### config.mk
export PLATFORM = sky130hd
export DESIGN_NAME = turn_signal_flasher_with_debounce_top
export DESIGN_NICKNAME = d
export VERILOG_FILES = /design/src/hdl/tsfd_pkg.sv /design/src/hdl/tsfd_csr.sv /design/src/hdl/tsfd_debounce.sv /design/src/hdl/tsfd_ctrl.sv /design/src/hdl/turn_signal_flasher_with_debounce_top.sv
export SDC_FILE = /design/constraint.sdc
export NUM_CORES = 1
export LEC_CHECK = 0
export BUFFER_PORTS_ARGS = -buffer_cell sky130_fd_sc_hd__buf_2
export CAP_MARGIN = 20
export CORE_UTILIZATION = 40
export DETAILED_ROUTE_END_ITERATION = 7
export PLACE_DENSITY = 0.65
export SLEW_MARGIN = 40
export SYNTH_ARGS = -nofsm -noshare
export SYNTH_HDL_FRONTEND = slang
export SYNTH_SLANG_ARGS = --single-unit
export TNS_END_PERCENT = 50
### constraint.sdc
create_clock -name clock -period 6.6 [get_ports clock]
set_input_delay 0.99 -clock clock [delete_from_list [all_inputs] [get_ports clock]]
set_output_delay 0.99 -clock clock [all_outputs]
set_load 0.01 [all_outputs]
### src/hdl/tsfd_pkg.sv
// Shared types and constants for the turn signal flasher with debounce.
// Used by every module of the block; depends on nothing else.
`default_nettype none

package tsfd_pkg;

   localparam int TIME_W  = 32;
   localparam int SPEED_W = 16;
   localparam int CSR_W   = 16;

   localparam logic [SPEED_W-1:0] SPEED_MAX = {SPEED_W{1'b1}};

   // Register reset values
   localparam logic [CSR_W-1:0] DEBOUNCE_RESET = 16'd50;
   localparam logic [CSR_W-1:0] BLINK_RESET    = 16'd500;
   localparam logic [CSR_W-1:0] STEP_RESET     = 16'd100;

   // Register indexes
   typedef enum logic [1:0] {
      CSR_UNRESTRICTED = 2'd0,
      CSR_DEBOUNCE     = 2'd1,
      CSR_BLINK        = 2'd2,
      CSR_STEP         = 2'd3
   } csr_index_type;

   typedef struct packed {
      logic             unrestricted_mode;
      logic [CSR_W-1:0] debounce_ms;
      logic [CSR_W-1:0] blink_interval_ms;
      logic [CSR_W-1:0] speed_step_rpm;
   } cfg_type;

   typedef struct packed {
      logic [TIME_W-1:0]  now_ms;
      logic               left_level;
      logic               right_level;
      logic [SPEED_W-1:0] speed_limit_in;
      logic [SPEED_W-1:0] taper_start_in;
   } req_type;

   typedef struct packed {
      logic               left_lamp;
      logic               right_lamp;
      logic [SPEED_W-1:0] speed_limit_out;
      logic [SPEED_W-1:0] taper_start_out;
   } rsp_type;

   typedef struct packed {
      logic left;
      logic right;
   } press_type;

endpackage

`default_nettype wire

### src/hdl/tsfd_csr.sv
// Configuration registers of the flasher, written over the csr_ channel.
// Depends on tsfd_pkg.
`default_nettype none

module tsfd_csr
   import tsfd_pkg::*;
(
   input  wire logic          clock,
   input  wire logic          reset,
   input  wire logic          csr_valid,
   output logic               csr_ready,
   input  wire csr_index_type csr_index,
   input  wire logic [CSR_W-1:0] csr_data,
   output cfg_type            cfg
);

   cfg_type cfg_ff;

   // Accept a transfer in every cycle
   assign csr_ready = 1'b1;
   assign cfg       = cfg_ff;

   // Hold the registers; update the addressed one on a transfer
   always_ff @(posedge clock) begin
      if (reset) begin
         cfg_ff.unrestricted_mode <= 1'b0;
         cfg_ff.debounce_ms       <= DEBOUNCE_RESET;
         cfg_ff.blink_interval_ms <= BLINK_RESET;
         cfg_ff.speed_step_rpm    <= STEP_RESET;
      end else if (csr_valid) begin
         unique case (csr_index)
            CSR_UNRESTRICTED: cfg_ff.unrestricted_mode <= csr_data[0];
            CSR_DEBOUNCE:     cfg_ff.debounce_ms       <= csr_data;
            CSR_BLINK:        cfg_ff.blink_interval_ms <= csr_data;
            CSR_STEP:         cfg_ff.speed_step_rpm    <= csr_data;
            default:          cfg_ff                   <= cfg_ff;
         endcase
      end
   end

endmodule

`default_nettype wire

### src/hdl/tsfd_debounce.sv
// Debouncer for one active-low button: stable level, time of last change.
// Flags a press edge once a change has waited the debounce time. Uses tsfd_pkg.
`default_nettype none

module tsfd_debounce
   import tsfd_pkg::*;
(
   input  wire logic              clock,
   input  wire logic              reset,
   input  wire logic              advance,
   input  wire logic              raw_level,
   input  wire logic [TIME_W-1:0] now_ms,
   input  wire logic [CSR_W-1:0]  debounce_ms,
   output logic                   press
);

   logic              stable_ff, stable_in;
   logic [TIME_W-1:0] change_time_ff, change_time_in;
   logic              raw_pressed;
   logic [TIME_W-1:0] elapsed;
   logic              accept_change;

   assign raw_pressed   = ~raw_level;
   assign elapsed       = now_ms - change_time_ff;
   assign accept_change = (raw_pressed != stable_ff) &&
                          (elapsed >= {{(TIME_W-CSR_W){1'b0}}, debounce_ms});

   // Take the new level once it has settled; report a release-to-press edge
   always_comb begin
      stable_in      = stable_ff;
      change_time_in = change_time_ff;
      if (accept_change) begin
         stable_in      = raw_pressed;
         change_time_in = now_ms;
      end
   end

   assign press = accept_change & raw_pressed;

   // Hold the debouncer state; advance it once per processed poll
   always_ff @(posedge clock) begin
      if (reset) begin
         stable_ff      <= 1'b0;
         change_time_ff <= '0;
      end else if (advance) begin
         stable_ff      <= stable_in;
         change_time_ff <= change_time_in;
      end
   end

endmodule

`default_nettype wire

### src/hdl/tsfd_ctrl.sv
// Blinker enables, blink phase, speed adjustment and lamp drive.
// Depends on tsfd_pkg; fed by the two tsfd_debounce instances.
`default_nettype none

module tsfd_ctrl
   import tsfd_pkg::*;
(
   input  wire logic      clock,
   input  wire logic      reset,
   input  wire logic      advance,
   input  wire cfg_type   cfg,
   input  wire press_type press,
   input  wire req_type   req,
   output rsp_type        result
);

   logic              left_enabled_ff, left_enabled_in;
   logic              right_enabled_ff, right_enabled_in;
   logic              phase_ff, phase_in;
   logic [TIME_W-1:0] phase_time_ff, phase_time_in;
   logic [TIME_W-1:0] phase_elapsed;
   logic [SPEED_W-1:0] limit_dec;
   logic [SPEED_W-1:0] taper_dec;
   logic [SPEED_W:0]   limit_sum;
   logic [SPEED_W-1:0] limit_out;
   logic [SPEED_W-1:0] taper_out;

   // Toggle enables in normal mode: left first, then right
   always_comb begin
      left_enabled_in  = left_enabled_ff;
      right_enabled_in = right_enabled_ff;
      if (!cfg.unrestricted_mode) begin
         if (press.left) begin
            left_enabled_in  = ~left_enabled_in;
            right_enabled_in = 1'b0;
         end
         if (press.right) begin
            right_enabled_in = ~right_enabled_in;
            left_enabled_in  = 1'b0;
         end
      end
   end

   // On a left press in unrestricted mode, lower the limit (floor at zero) and pull the taper down to it
   always_comb begin
      limit_dec = req.speed_limit_in;
      taper_dec = req.taper_start_in;
      if (cfg.unrestricted_mode && press.left) begin
         limit_dec = (req.speed_limit_in > cfg.speed_step_rpm) ?
                     req.speed_limit_in - cfg.speed_step_rpm : '0;
         if (req.taper_start_in > limit_dec) begin
            taper_dec = limit_dec;
         end
      end
   end

   // On a right press in unrestricted mode, raise the limit, saturating at full scale
   assign limit_sum = {1'b0, limit_dec} + {1'b0, cfg.speed_step_rpm};

   always_comb begin
      limit_out = limit_dec;
      taper_out = taper_dec;
      if (cfg.unrestricted_mode && press.right) begin
         limit_out = limit_sum[SPEED_W] ? SPEED_MAX : limit_sum[SPEED_W-1:0];
      end
   end

   // Flip the blink phase once the interval has gone by
   assign phase_elapsed = req.now_ms - phase_time_ff;

   always_comb begin
      phase_in      = phase_ff;
      phase_time_in = phase_time_ff;
      if (phase_elapsed >= {{(TIME_W-CSR_W){1'b0}}, cfg.blink_interval_ms}) begin
         phase_in      = ~phase_ff;
         phase_time_in = req.now_ms;
      end
   end

   // Drive the lamps from the updated enables and phase, dark when unrestricted
   always_comb begin
      result.left_lamp       = ~cfg.unrestricted_mode & left_enabled_in & phase_in;
      result.right_lamp      = ~cfg.unrestricted_mode & right_enabled_in & phase_in;
      result.speed_limit_out = limit_out;
      result.taper_start_out = taper_out;
   end

   // Hold enables and phase; advance once per processed poll
   always_ff @(posedge clock) begin
      if (reset) begin
         left_enabled_ff  <= 1'b0;
         right_enabled_ff <= 1'b0;
         phase_ff         <= 1'b0;
         phase_time_ff    <= '0;
      end else if (advance) begin
         left_enabled_ff  <= left_enabled_in;
         right_enabled_ff <= right_enabled_in;
         phase_ff         <= phase_in;
         phase_time_ff    <= phase_time_in;
      end
   end

endmodule

`default_nettype wire

### src/hdl/turn_signal_flasher_with_debounce_top.sv
// A poll is registered from req_, then its result is registered and offered on rsp_.
// Throughput: one poll per cycle while rsp_stall is low; input and result registers
// form two stages; an empty input stage takes a poll while a result waits on rsp_stall.
// Reset (synchronous, active high) empties both stages, clears debouncers,
// enables and blink phase, and loads the register defaults 0/50/500/100.
// Top level: input register, tsfd_debounce x2, tsfd_ctrl, tsfd_csr, result register.
`default_nettype none

module turn_signal_flasher_with_debounce_top
   import tsfd_pkg::*;
(
   input  wire logic          clock,
   input  wire logic          reset,
   input  wire logic          req_valid,
   output logic               req_stall,
   input  wire req_type       req_payload,
   output logic               rsp_valid,
   input  wire logic          rsp_stall,
   output rsp_type            rsp_payload,
   input  wire logic          csr_valid,
   output logic               csr_ready,
   input  wire csr_index_type csr_index,
   input  wire logic [CSR_W-1:0] csr_data
);

   cfg_type   cfg;
   req_type   req_ff;
   logic      req_valid_ff;
   rsp_type   rsp_ff;
   logic      rsp_valid_ff;
   rsp_type   result;
   press_type press;
   logic      left_press;
   logic      right_press;
   logic      out_free;
   logic      advance;

   // The result register frees up when empty or when its transfer completes
   assign out_free  = ~rsp_valid_ff | ~rsp_stall;
   assign advance   = req_valid_ff & out_free;
   assign req_stall = req_valid_ff & ~out_free;

   tsfd_csr u_csr (
      .clock     (clock),
      .reset     (reset),
      .csr_valid (csr_valid),
      .csr_ready (csr_ready),
      .csr_index (csr_index),
      .csr_data  (csr_data),
      .cfg       (cfg)
   );

   tsfd_debounce u_left_debounce (
      .clock       (clock),
      .reset       (reset),
      .advance     (advance),
      .raw_level   (req_ff.left_level),
      .now_ms      (req_ff.now_ms),
      .debounce_ms (cfg.debounce_ms),
      .press       (left_press)
   );

   tsfd_debounce u_right_debounce (
      .clock       (clock),
      .reset       (reset),
      .advance     (advance),
      .raw_level   (req_ff.right_level),
      .now_ms      (req_ff.now_ms),
      .debounce_ms (cfg.debounce_ms),
      .press       (right_press)
   );

   // Gather both press edges for the controller
   assign press = {left_press, right_press};

   tsfd_ctrl u_ctrl (
      .clock   (clock),
      .reset   (reset),
      .advance (advance),
      .cfg     (cfg),
      .press   (press),
      .req     (req_ff),
      .result  (result)
   );

   // Input stage: take a poll whenever the stage is empty or draining
   always_ff @(posedge clock) begin
      if (reset) begin
         req_valid_ff <= 1'b0;
      end else if (!req_stall) begin
         req_valid_ff <= req_valid;
      end
   end

   always_ff @(posedge clock) begin
      if (req_valid && !req_stall) begin
         req_ff <= req_payload;
      end
   end

   // Result stage: load on advance, drop on a completed transfer
   always_ff @(posedge clock) begin
      if (reset) begin
         rsp_valid_ff <= 1'b0;
      end else if (out_free) begin
         rsp_valid_ff <= advance;
      end
   end

   always_ff @(posedge clock) begin
      if (advance) begin
         rsp_ff <= result;
      end
   end

   assign rsp_valid   = rsp_valid_ff;
   assign rsp_payload = rsp_ff;

endmodule

`default_nettype wire
# Word level (Yosys, flattened, before mapping)
# Cells that the tools add are included.
# W data, S select, Z words.
[classes]
mux = 14
magnitude_cmp = 5
addsub = 5
n_bitwise = 18
reduce_logical = 14
n_eq_ne = 5
[ops]
columns = ["cell", "count"]
rows = [
  ["$ge A32 B16 Y1", 3],
  ["$mux W16", 6],
  ["$sub A32 B32 Y32", 3],
  ["$gt A16 B16 Y1", 2],
  ["$add A16 B16 Y17", 1],
  ["$sub A16 B16 Y16", 1],
  ["$reduce_and A2 Y1", 7],
  ["$not A1 Y1", 9],
  ["$and A1 B1 Y1", 8],
  ["$mux W1", 8],
  ["$logic_and A1 B1 Y1", 5],
  ["$eq A2 B2 Y1 const B", 2],
  ["$eq A2 B1 Y1 const B", 1],
  ["$logic_not A2 Y1", 1],
  ["$ne A1 B1 Y1", 2],
  ["$logic_not A1 Y1", 1],
  ["$or A1 B1 Y1", 1],
]
[word_totals]
input_bits = 89
regBits = 252
elab_cells = 84
output_inout_bits = 37

# Depth between registers and ports, before layout
# Gate-level depths: netlist of the first run.
[logic_depth]
ltp_word = 11
depth_mapped = 39
ltp_nobuf = 37

# Hierarchy
# From an unflattened synthesis of the first run, not the netlist that was laid out.
[unflattened]
hier_cells = 2377
hier_area_um2 = 20194.4
[by_module_without_submodules]
columns = ["mod", "n_inst", "seq_area_each_um2", "cells_per_inst", "area_per_inst_um2"]
rows = [
  ["tsfd_ctrl", 1, 700.7, 1075, 7318.3],
  ["tsfd_debounce (u_left_debounce)", 1, 660.6, 498, 4048.9],
  ["tsfd_debounce (u_right_debounce)", 1, 660.6, 503, 3727.3],
  ["turn_signal_flasher_with_debounce_top", 1, 3042.9, 110, 3089.2],
  ["tsfd_csr", 1, 980.9, 191, 2010.7],
]

# Worst setup path before layout of the first run
# Ideal clock, no wire load.
[synth_timing]
path_kind = "register to register"
start = "reg req_ff[40] in the netlist's numbering"
end = "reg rsp_ff, in the netlist rsp_payload[30] (data pin)"
stages_incl_launch_ff = 38
n_path_buf = 2
arrival_time_ps = 6974
setup_time_ps = 180
slack_ps = -555
synth_period_minus_slack_ps = 7155
required_time_ps = 6420
path_cell_list = "edfxtp_1 ha_1 a2111o_1 o21ai_0 o21ai_0 nand2_1 nand2_1 a21oi_1 o21bai_1 a21oi_1 xnor2_1 ha_1 a21oi_1 nor2b_1 o21ai_0 nand4_1 nor4_1 and4_1 [2 not listed] clkbuf_1 nand2_1 o21ai_0 ha_1 inv_1 fa_1 nor2b_1 o21ai_0 a21boi_0 o21ai_0 a21oi_1 a211o_1 a31oi_1 nand3b_1 nand3_1 clkbuf_1 nor2_1 a221oi_1"
[synth_rtl]
columns = ["item", "line", "rtl"]
rows = [
  ["start, declared", "turn_signal_flasher_with_debounce_top.sv:27", "req_type req_ff;"],
  ["start signal, assigned", "turn_signal_flasher_with_debounce_top.sv:97", "req_ff <= req_payload;"],
  ["end signal, assigned", "turn_signal_flasher_with_debounce_top.sv:112", "rsp_ff <= result;"],
  ["end, declared", "turn_signal_flasher_with_debounce_top.sv:29", "rsp_type rsp_ff;"],
]

==> results of run 1 <==
-- metal layers --
| layer | up-vias | GRT usage, % | routed length, um |
|---|---|---|---|
| li1 | 8549 | - | - |
| met1 | 8300 | 32.3 | 27300 |
| met2 | 508 | 38.3 | 26500 |
| met3 | 94 | 1.84 | 2730 |
| met4 | 0 | 6.92 | 1590 |
| met5 | - | 0 | 0 |
-- cell type report --
type                            instances  area share, %
Clock buffer                           37           3.60
Clock inverter                         21          0.819
Tap cell                              607           3.38
Timing Repair Buffer                  245           7.15
Multi-Input combinational cell       1709           54.6
Sequential cell                       252           26.9
Inverter                              211           3.53
-- through the flow --
step | util (%) | cells | instance area [sq um] | setup TNS (ns)
6_report | 47.9 | 3082 | 22400 | -2.38
5_1_grt | 47.9 | 3082 | 22400 | -6.02
4_1_cts | 46.9 | 3066 | 22000 | 0
3_5_place_dp | 44.6 | 3000 | 20900 | -2.63
3_3_place_gp | 44.6 | 3000 | 20900 | -0.00951
2_1_floorplan | - | 2266 | 19200 | 0
-- kinds of logic after synthesis --
| family | after synthesis | synth area share [%] |
|---|---|---|
| simple gates | 774 | 20.4 |
| compound gates | 556 | 19.8 |
| buf+inv | 305 | 6.16 |
| flops | 252 | 31.7 |
| fa+ha+maj | 194 | 12.9 |
| mux | 99 | 5.22 |
| xor+xnor | 85 | 3.90 |
| other cells | 1 | 0.0196 |
-- what timing repair did --
action | CTS | global route
hold buffers | 0 | 0
gates cloned | 0 | 2
endpoints found under the setup margin | 16 | 16
pin swaps | 5 | 43
buffers inserted | 8 | 14
resized for setup | 8 | 77
-- cells in the mapped netlist (all sizes together) (32+ instances only) --
| master | count | area [sq um] |
|---|---|---|
| edfxtp | 100 | 3000 |
| nand4 | 40 | 250 |
| nand2b | 90 | 563 |
| o21ai | 88 | 440 |
| ha | 189 | 2360 |
| a21o | 50 | 375 |
| dfxtp | 152 | 3040 |
| or3 | 45 | 282 |
| xnor2 | 53 | 464 |
| inv | 210 | 788 |
| nand2 | 224 | 841 |
| nand3 | 43 | 215 |
| nor2 | 145 | 547 |
| a21oi | 164 | 821 |
| clkbuf | 75 | 282 |
| xor2 | 32 | 280 |
| nor3 | 53 | 265 |
| mux2i | 94 | 941 |
| o31ai | 41 | 373 |
-- power by group through the flow --
stage | registers [mW] | clock network [mW] | logic (mW)
after floorplan | 1.78 | 0 | 0.924
after global placement | 1.78 | 0 | 1.31
after detailed placement | 1.78 | 0 | 1.33
after CTS | 1.75 | 1.72 | 1.35
after global routing | 1.76 | 1.77 | 1.54
final | 1.75 | 1.68 | 1.41
-- path summary, 6_finish.rpt --
| kind | start | end | slack (ns) | depth (start not counted) |
|---|---|---|---|---|
| min | u_csr.cfg[35]$_SDFFE_PP0P_ | u_csr.cfg[35]$_SDFFE_PP0P_ | 0.45 | 2 |
| max | req_ff[35]$_DFFE_PP_ | rsp_payload[21]$_DFFE_PP_ | -0.18 | 34 |
| max reg2reg | req_ff[35]$_DFFE_PP_ | rsp_payload[21]$_DFFE_PP_ | -0.18 | 34 |
| min reg2reg | u_csr.cfg[35]$_SDFFE_PP0P_ | u_csr.cfg[35]$_SDFFE_PP0P_ | 0.45 | 2 |
-- tightest hold or removal path, cell delays in order, from the launching register on --
cell	delay [ns]
dfxtp_1	0.31
nand2_1	0.05
a21oi_1	0.05
-- flip-flops by register name (all words and copies together) (netlist names), 32 cells and up --
register,count
u_csr.cfg,49
rsp_payload,34
req_ff,66
u_left_debounce.change_time_ff,32
u_right_debounce.change_time_ff,32
u_ctrl.phase_time_ff,32
==> flow_summary.ini, run 1 <==
[status]
status = complete, but fails checks
violations = DRC, setup timing

[synthesis]
ys_seq_elements = 252
synthesis.area_per_instance_sq_um = 8.43
yosysSeqAreaShare_pct = 31.7
postSynth.asyncResetShare_pct = 0
syn-cell-area_sq_mm = 0.0191
syn_inst = 2266
synth_ff_type = dfxtp_1
synth_warnings = 0
synth_cell_types = 83
synth_nets = 2549
synth-edff-count = 100

[sta]
slew_violations = 0
whs_ns = 0.455
hold_violations = 0
fin_skew_ns = 0.0170
period_share_pct = 103
final.min_clock_period_ns = 6.78
slew_headroom_pct = 37.7
grt_setup_unrepaired = yes
max_freq_mhz = 148
fin_ws_ns = -0.176
worstMarginPinSlew_ns = 0.928
finalSetupViolCount = 16

[clock_network]
clock_latency_ns = 0.60
cts-root-buf = clkbuf_16
cts_made_buffers = 31
cts.sinks = 252
clk_pin_slew_worst_paths_ns = 0.06
cts_max_path_buffers = 3
cts_tree = yes
cts-htree-levels = 1

[power]
sw_frac_of_total_pct = 33.3
comb_power_share_pct = 29.1
vdd_ir_drop_max_v = 0.000200
powerDensity_mw_per_mm2 = 216
internal_power_mw = 3.23
switchingPower_mw = 1.61
seqPwrFrac_pct = 36.1
power_mw = 4.84
power_frac_clock_pct = 34.8
leakagePower_nw = 9.21

[setup_path]
path_buf_inv = 4
cpMaxStageDelayCell = edfxtp_1
cp-end-kind = flop
start_kind = flop
criticalPathCategory = reg2reg
required_ns = 7.02
critical_path.max_stage_delay_ns = 0.44
path_max_fanout = 6
arrival_ns = 7.19
cp_top_family = simple AND/OR/NAND/NOR gates

[floorplan]
die_height_um = 220
fp-row-count = 79
initial_core_util_pct = 40.8
ios = 126
fp.dieW_um = 220
fp.dieArea_sq_mm = 0.0486
core-area_sq_mm = 0.0469

[cells_and_area]
syn_to_final_growth_pct = 17.6
drive_above_1_share_pct = 16.1
layout_commonest_cell = nand2_1
final_cell_mix = 223 x nand2_1, 208 x inv_1, 185 x ha_1, 159 x a21oi_1, 152 x dfxtp_1
nNetsFinal = 2733
antenna_cells = 0
seq_area_sq_mm = 0.00605
multiInputGateArea_sq_mm = 0.0123
final.fill_count = 4492

[grt]
grt_first_pass_wirelength_um = 89400
grt_usage_pct = 23.2
grt_pass1_vias = 16400
grt_antenna_before_repair = 0
grt-ovfl-total = 0
grt_start_max_net_pins = 83

[job]
drv_cap = 0

[route]
wl_um = 58100
drt-pass1-iter-count = 7
drc = 7
routed_via_density = 5.66
vias = 17500
drt_iter0_drc = 1334
wire_per_inst_um = 18.8
drtAntennaViolNets = 0

[placed_design]
gp_congestion = 0.954
dpl_worst_slack_ns = -0.197
port_buffers = 124
dp_hpwl_um = 45000

[hold_path]
hp-class = reg2reg
Note: power is estimated with default switching activity, not from simulation.
==> run 2, diff against run 1 <==
GPL_TIMING_DRIVEN = 0   (was unset)
==> run 2 against run 1 <==
Effect of this change: the flow still finishes with violations (DRC, setup timing); setup slack lost 0.29 ns; hold slack gained 0.0029 ns; routed wire length grew 1.7%; final area is essentially flat; sequential power is essentially flat; cell count grew 1.1%; clock power is essentially flat; first-iteration DRC count shrank 7.9%; non-clock buffer count grew 34; via count grew 0.28%; register-to-register slack lost 0.29 ns; highest routed layer unchanged.
==> flow_summary.ini, run 2 (synthesis results as in run 1) <==
[status]
status = complete, but fails checks
violations = DRC, setup timing

[setup_path]
required_ns = 6.99
cp_top_family = simple AND/OR/NAND/NOR gates
cp-end-kind = flop
cpMostUsedCell = nand4_1
cpMaxStageDelayCell = edfxtp_1
arrival_ns = 7.46
path_buf_inv = 5
critical_path.max_stage_delay_ns = 0.45
start_kind = flop
path_max_fanout = 5
criticalPathCategory = reg2reg

[clock_network]
cts-root-buf = clkbuf_16
cts_made_buffers = 31
clock_latency_ns = 0.59
cts.sinks = 252
cts-htree-levels = 1
clk_pin_slew_worst_paths_ns = 0.06
cts_max_path_buffers = 3
cts_tree = yes

[grt]
grt_antenna_before_repair = 2
grt_pass1_vias = 17100
grt_start_max_net_pins = 24
grt-ovfl-total = 0
grt_usage_pct = 24.0
grt_first_pass_wirelength_um = 91700

[sta]
finalSetupViolCount = 16
fin_skew_ns = 0.0314
grt_setup_unrepaired = yes
slew_violations = 0
timing.setup.tns_ns = -6.68
whs_ns = 0.457
max_freq_mhz = 142
worstMarginPinSlew_ns = 0.901
final.min_clock_period_ns = 7.07
slew_headroom_pct = 39.5
hold_violations = 0
period_share_pct = 107
fin_ws_ns = -0.467

[floorplan]
core-area_sq_mm = 0.0469
fp.dieArea_sq_mm = 0.0486
fp-row-count = 79
initial_core_util_pct = 40.8
fp.dieW_um = 220
ios = 126
die_height_um = 220

[cells_and_area]
largest_reg_flops = 66
syn_to_final_growth_pct = 17.5
final_cell_mix = 223 x nand2_1, 208 x inv_1, 183 x ha_1, 157 x a21oi_1, 152 x dfxtp_1
drive_above_1_share_pct = 14.7
nNetsFinal = 2767
layout_commonest_cell = nand2_1
regMostFlops = req_ff

[route]
drt_iter0_drc = 1228
vias = 17500
routed_via_density = 5.61
drt-pass1-iter-count = 7
drc = 7
wl_um = 59000
wire_per_inst_um = 18.9
drtAntennaViolNets = 0

[power]
leakagePower_nw = 9.11
vdd_ir_drop_max_v = 0.000190
powerDensity_mw_per_mm2 = 213
power_mw = 4.78

[placed_design]
dp_hpwl_um = 46100
port_buffers = 124
dpl_worst_slack_ns = -2.18
gp_congestion = 0.962

[job]
drv_cap = 0

[hold_path]
hp-class = reg2reg
## run 2: changes by cell type in the layout (fill, tap and decap cells not counted), moves of 5 or more
cell      before  now
clkinv_1       6    1
o21ai_2        3   10
clkbuf_1       5   73
buf_1          0    6
buf_4        113   57
nor2_1       128  133
buf_2        123  132
nor2_4        13    4
clkbuf_8       1    8
## run 2: report_power, final
part	leakage [nW]	internal, mW	switching [mW]	total, mW
clock network	0.493	0.956	0.694	1.65
registers	2.20	1.70	0.0626	1.76
logic	6.42	0.553	0.818	1.37
total	9.11	3.21	1.57	4.78
## run 2: cell type report
cell class              count  area, sq um
diodes                      2         5.00
plain buffers              92          432
clock buffers              43          906
clock inverters            14         88.8
fillers                  4478        24400
inverters                 211          793
multi-input cells        1709        12200
flip-flops and latches    252         6050
well taps                 607          759
repair buffers            187         1180
## run 2: worst paths after layout
path	slack, ns	depth (start not counted)	end	startpoint
setup reg to reg	-0.47	34	rsp_payload[30]$_DFFE_PP_	req_ff[35]$_DFFE_PP_
hold reg to reg	0.46	2	u_csr.cfg[41]$_SDFFE_PP0P_	u_csr.cfg[41]$_SDFFE_PP0P_
setup / recovery	-0.47	34	rsp_payload[30]$_DFFE_PP_	req_ff[35]$_DFFE_PP_
hold / removal	0.46	2	u_csr.cfg[41]$_SDFFE_PP0P_	u_csr.cfg[41]$_SDFFE_PP0P_
## run 2: timing repair
item / in CTS / in global routing
cloned: 1 / 0
gates resized for setup: 58 / 25
buffers inserted: 43 / 14
endpoints found under the setup margin: 16 / 16
hold buffers: 0 / 0
pin swaps: 39 / 25
## run 2: routing by layer
layer	up-vias	share of wire, %	GRT usage [%]
met4	0	3.9	9.57
li1	8596	-	-
met3	112	3.8	1.90
met2	483	47	40.8
met1	8308	46	31.4
met5	-	0	0
## run 2: per-stage QoR
stage	util (%)	cell area (sq um)	std cells
after floorplan	-	19200	2266
after global placement	43.8	20500	2997
after detailed placement	44.1	20700	3002
after CTS	47.4	22200	3102
after global routing	47.9	22400	3117
final	47.9	22400	3117
## run 2: worst reg2reg max path: cells and delay by family, from the launching register on
kind	cells	cell delay, ns
and+or+nand+nor	14	2.38
AOI/OAI and AO/OA	11	2.25
adders and majority gates	3	0.84
buffers and inverters	5	0.82
DFF	1	0.45
xor gates and xnor gates	1	0.16
